## config.mk

```make
export PLATFORM = sky130hd
export DESIGN_NAME = apts_front
export DESIGN_NICKNAME = d
export VERILOG_FILES = /design/src/sv/apts_pkg.sv /design/src/sv/apts_front.sv
export SDC_FILE = /design/constraint.sdc
export NUM_CORES = 1
export LEC_CHECK = 0
export BUFFER_PORTS_ARGS = -buffer_cell sky130_fd_sc_hd__buf_2
export CORE_MARGIN = 4
export CORE_UTILIZATION = 40
export DETAILED_ROUTE_END_ITERATION = 7
export PLACE_DENSITY = 0.69
export SYNTH_ARGS = -nofsm -noshare
export SYNTH_HDL_FRONTEND = slang
export SYNTH_SLANG_ARGS = --single-unit
```

## constraint.sdc

```tcl
create_clock -name clock -period 8.5 [get_ports clock]
set_input_delay 0.85 -clock clock [delete_from_list [all_inputs] [get_ports clock]]
set_output_delay 0.85 -clock clock [all_outputs]
set_load 0.01 [all_outputs]
```

## src/sv/apts_pkg.sv

```systemverilog
// Package for the age-priority task scheduler: payload structs, register
// indexes and shared constants. No dependencies.
package apts_pkg;

   localparam int NumSlotsDefault   = 4;
   localparam int CyclesPerUsDefault = 100;
   localparam int EstShiftDefault   = 7;

   localparam int NumRegs     = 8;
   localparam int RegIdxWidth = 3;
   localparam int SignalSlot  = 1;

   localparam logic [RegIdxWidth-1:0] REG_PERIOD0   = 3'd0;
   localparam logic [RegIdxWidth-1:0] REG_PERIOD1   = 3'd1;
   localparam logic [RegIdxWidth-1:0] REG_PERIOD2   = 3'd2;
   localparam logic [RegIdxWidth-1:0] REG_PERIOD3   = 3'd3;
   localparam logic [RegIdxWidth-1:0] REG_GUARD_MIN = 3'd4;
   localparam logic [RegIdxWidth-1:0] REG_GUARD_MAX = 3'd5;
   localparam logic [RegIdxWidth-1:0] REG_GUARD_UP  = 3'd6;
   localparam logic [RegIdxWidth-1:0] REG_GUARD_DN  = 3'd7;

   localparam logic KIND_SCHEDULE   = 1'b0;
   localparam logic KIND_COMPLETION = 1'b1;

   localparam logic [15:0] AgeMax = 16'd65534;

   typedef struct packed {
      logic        kind;
      logic [31:0] now_us;
      logic [31:0] cycles_to_deadline;
      logic        rx_ready;
      logic [23:0] exec_time_us;
      logic [31:0] overrun_cycles;
   } req_type;

   typedef struct packed {
      logic [1:0]  selected_slot;
      logic        slot_selected;
      logic        run_granted;
      logic        expedited;
      logic [15:0] guard_margin_cycles;
      logic [23:0] estimate_us;
   } rsp_type;

   typedef struct packed {
      logic [19:0] period0;
      logic [19:0] period1;
      logic [19:0] period2;
      logic [19:0] period3;
      logic [15:0] guard_min;
      logic [15:0] guard_max;
      logic [15:0] guard_up;
      logic [15:0] guard_down;
   } cfg_type;

endpackage

```

## src/sv/apts_front.sv

```systemverilog
// Front end: accepts request words, clears the fields their kind does not use,
// and holds them in a two-entry queue toward the back end. Depends on apts_pkg.
module apts_front (
   input  logic              clock,
   input  logic              reset,
   input  logic              req_valid,
   output logic              req_stall,
   input  apts_pkg::req_type req_data,
   output logic              q_valid,
   input  logic              q_take,
   output apts_pkg::req_type q_data
);
   import apts_pkg::*;

   req_type     mem_ff [2];
   logic        wr_ptr_ff, wr_ptr_in, rd_ptr_ff, rd_ptr_in;
   logic [1:0]  cnt_ff, cnt_in;
   logic        push;
   req_type     clean;

   // Fields that the item kind does not use are zeroed here.
   always_comb begin
      clean = req_data;
      if (req_data.kind == KIND_COMPLETION) begin
         clean.now_us             = '0;
         clean.cycles_to_deadline = '0;
         clean.rx_ready           = 1'b0;
      end else begin
         clean.exec_time_us   = '0;
         clean.overrun_cycles = '0;
      end
   end

   assign req_stall = (cnt_ff == 2'd2);
   assign push      = req_valid && !req_stall;
   assign q_valid   = (cnt_ff != 2'd0);
   assign q_data    = mem_ff[rd_ptr_ff];

   always_comb begin
      wr_ptr_in = push ? ~wr_ptr_ff : wr_ptr_ff;
      rd_ptr_in = q_take ? ~rd_ptr_ff : rd_ptr_ff;
      cnt_in    = cnt_ff + {1'b0, push} - {1'b0, q_take};
   end

   always_ff @(posedge clock) begin
      if (reset) begin
         wr_ptr_ff <= 1'b0;
         rd_ptr_ff <= 1'b0;
         cnt_ff    <= 2'd0;
      end else begin
         wr_ptr_ff <= wr_ptr_in;
         rd_ptr_ff <= rd_ptr_in;
         cnt_ff    <= cnt_in;
      end
   end

   always_ff @(posedge clock) begin
      if (push) begin
         mem_ff[wr_ptr_ff] <= clean;
      end
   end
endmodule

```

==> results.cfg <==
[timing]
hold_viol_final = 0
setup_tns_ns = 0
max_freq_mhz = 254
holdWs_ns = 0.498
worst_pin_slew_ns = 1.14
finalSetupViolations = 0
post-route-period-util_pct = 46.3
max-slew-margin-rel_pct = 23.7
min_period_ns = 3.93
skew_ns = 0.0118
slew_viol_final = 0
rsz0062_at_grt = false

[critical_path]
crit_chain = buf_4, mux2_2, buf_2
cp_slowest_cell = buf_4
path_class = flip-flop to output port
crit_path_end_kind = output port
cp_data_arrival_time_ns = 3.08
slowest_delay_ns = 0.98
startpoint_type = flip-flop
worstSetupPathDepth = 3
r2r_cells = 5
reg2reg_to = mem_ff[0][31]$_DFFE_PP_
critical_path_required_ns = 7.65
critPathTopFamily = buffers and inverters
r2r_slack_ns = 5.68
reg2reg_from = cnt_ff[0]$_SDFF_PP0_
worstPathMaxFanout = 62
crit_path_end = q_data[1]
cp.buffers_inverters = 2

[placed_design]
port_buffers = 249
hpwlAfterDp_um = 12500
dpl-instance-area_mm2 = 0.0117
finalWeightedCongestion = 0.699
dp.cells = 1095

[power]
p_int_mw = 2.46
p_seq_share_pct = 49.6
clockPowerShare_pct = 33.2
power_density_mw_per_mm2 = 258
pwr-share-comb_pct = 17.2
net-switching-power_mw = 0.774
swShare_pct = 23.9
leakagePower_nw = 4.95
ir_drop_uv = 194

[logic_synthesis]
synth-async-reset-ratio_pct = 0
avgSynthCellArea_um2 = 18.9
yosys-top-cells-area = edfxtp_1, mux2_4, mux2_2
seq_area_frac_synth_pct = 72.9
netlist_area_mm2 = 0.0102
synth.top_cells.by_count = edfxtp_1, mux2_4, and2_1
synth_edf_count = 244
yosysTopAreaCell = edfxtp_1
synth_top_area_share_pct = 71.9
yosys_warnings = 0
synth_nets = 667
yosysMostFrequentCell = edfxtp_1
syn_inst = 539
synth_cell_type_count = 24
ys_ff_latch = 249
synth_flop_cell = edfxtp_1

[clock_tree]
cts_root_buf = clkbuf_16
numClockSinks = 249
cts_tree = done
worst_skew_pair.late_latency_ns = 0.51
cts_hold_buf = 0
post_cts_buffers = 0
htreeDepth = 1
clk_pin_slew_ns = 0.06
numCtsBuffers = 26
clockBufferDepth = 3
cts_resized = 0

[floorplanning]
core_area_mm2 = 0.0251
ioPinCount = 250
row_count = 58
start_util_pct = 40.6
die_x_um = 168
die-area_mm2 = 0.0281
die_y_um = 168

[route]
vias_per_cell = 4.67
wirelength_um = 19200
drc_errors = 0
routed-via-count = 5323
wl_per_cell_um = 16.9
dr.first_iter.drc_count = 276
drt_first_pass_iters = 4
final_antenna_net_count = 0

[finish]
fillers = 2147
finalInstanceArea_mm2 = 0.0125
drive_gt1_share_pct = 51.3
layout.nets = 921
area_growth_pct = 22.9
n_antenna_cell = 0
fin_cells = 1141

[min_path]
worstHoldPathType = flip-flop to flip-flop

[run_status]
status = completed

[grt]
overflow = 0
grt_max_degree = 73
antenna_found_initial = 2
grt_pass1_wl_um = 29800
grt_pass1_vias = 5585
grt_use_total_pct = 13.2

[run]
cap_violations = 0
==> worst reg2reg max path, cell delays in order, from the launching register on <==
cell and delay [ns]:
dfxtp_1 0.34, nand2b_1 0.15, inv_1 0.07, or3_1 0.37, inv_4 0.49, buf_4 0.93
==> logic make-up (layout without fill, tap and decap cells) <==
kind of cell,after synthesis,after routing,synth area share (%)
buffers and inverters,31,303,2.00
multiplexers,122,122,16.4
adder cells (fa/ha/maj),2,2,0.246
AO/OA/AOI/OAI,2,2,0.0982
AND/OR/NAND/NOR,130,130,8.03
XOR/XNOR,3,3,0.258
flip-flops,249,249,72.9
==> stage by stage <==
stage	util, %	total power, mW	setup WS [ns]
2_1_floorplan	-	2.00	4.29
3_3_place_gp	46.6	2.19	4.99
3_5_place_dp	46.6	2.20	4.99
4_1_cts	49.8	3.29	4.42
5_1_grt	49.8	3.39	4.33
6_report	49.8	3.23	4.57
==> worst min-delay path by stage <==
| stage | start | end | slack [ns] | cells after the start |
|---|---|---|---|---|
| 3_5_place_dp | wr_ptr_ff$_SDFFE_PP0P_ | wr_ptr_ff$_SDFFE_PP0P_ | 0.49 | 2 |
| 5_1_grt | wr_ptr_ff$_SDFFE_PP0P_ | wr_ptr_ff$_SDFFE_PP0P_ | 0.54 | 2 |
| 3_3_place_gp | wr_ptr_ff$_SDFFE_PP0P_ | wr_ptr_ff$_SDFFE_PP0P_ | 0.47 | 2 |
| 2_1_floorplan | wr_ptr_ff$_SDFFE_PP0P_ | wr_ptr_ff$_SDFFE_PP0P_ | 0.45 | 2 |
| 4_1_cts | wr_ptr_ff$_SDFFE_PP0P_ | wr_ptr_ff$_SDFFE_PP0P_ | 0.50 | 2 |
| 6_report | wr_ptr_ff$_SDFFE_PP0P_ | wr_ptr_ff$_SDFFE_PP0P_ | 0.50 | 2 |
==> layout make-up <==
cell class              instances  area (um^2)  area share [%]
flip-flops and latches        249         7430            59.4
multi-input cells             259         2560            20.4
repair buffers                253         1280            10.2
clock buffers                  33          698            5.58
well taps                     330          413            3.30
clock inverters                13          119           0.950
inverters                       4         17.5           0.140
==> placed cells by master, fill, tap and decap left out, types with 2 or more instances in the layout <==
cell type   instances
buf_2             248
edfxtp_1          244
mux2_4             80
and2_1             56
nor2b_1            54
mux2_2             42
clkbuf_16          27
and2b_1            12
clkbuf_1            6
clkinv_2            5
buf_4               5
dfxtp_1             4
inv_1               3
nor2_1              3
clkinv_1            3
clkinvlp_4          3
xnor2_1             2
ha_1                2
bufinv_16           2
==> sequential cells by signal (all words and copies together) (netlist names), named ones only <==
signal and count:
mem_ff 244, cnt_ff 2, rd_ptr_ff 1, wr_ptr_ff 1
==> per-layer routing <==
layer / vias to the layer above / GRT usage, % / routed length (um)
met5: - / 0 / 34
met4: 4 / 3.00 / 270
met3: 27 / 4.15 / 1590
met2: 185 / 21.8 / 9170
met1: 2606 / 17.2 / 8170
li1: 2501 / - / -
==> power by group through the flow <==
stage                     clock network, mW  registers [mW]  logic [mW]
final                                  1.07            1.60       0.558
after global routing                   1.16            1.62       0.606
after CTS                              1.10            1.61       0.574
after detailed placement                  0            1.63       0.572
after global placement                    0            1.62       0.568
after floorplan                           0            1.62       0.374
Note: power is estimated with default switching activity, not from simulation.
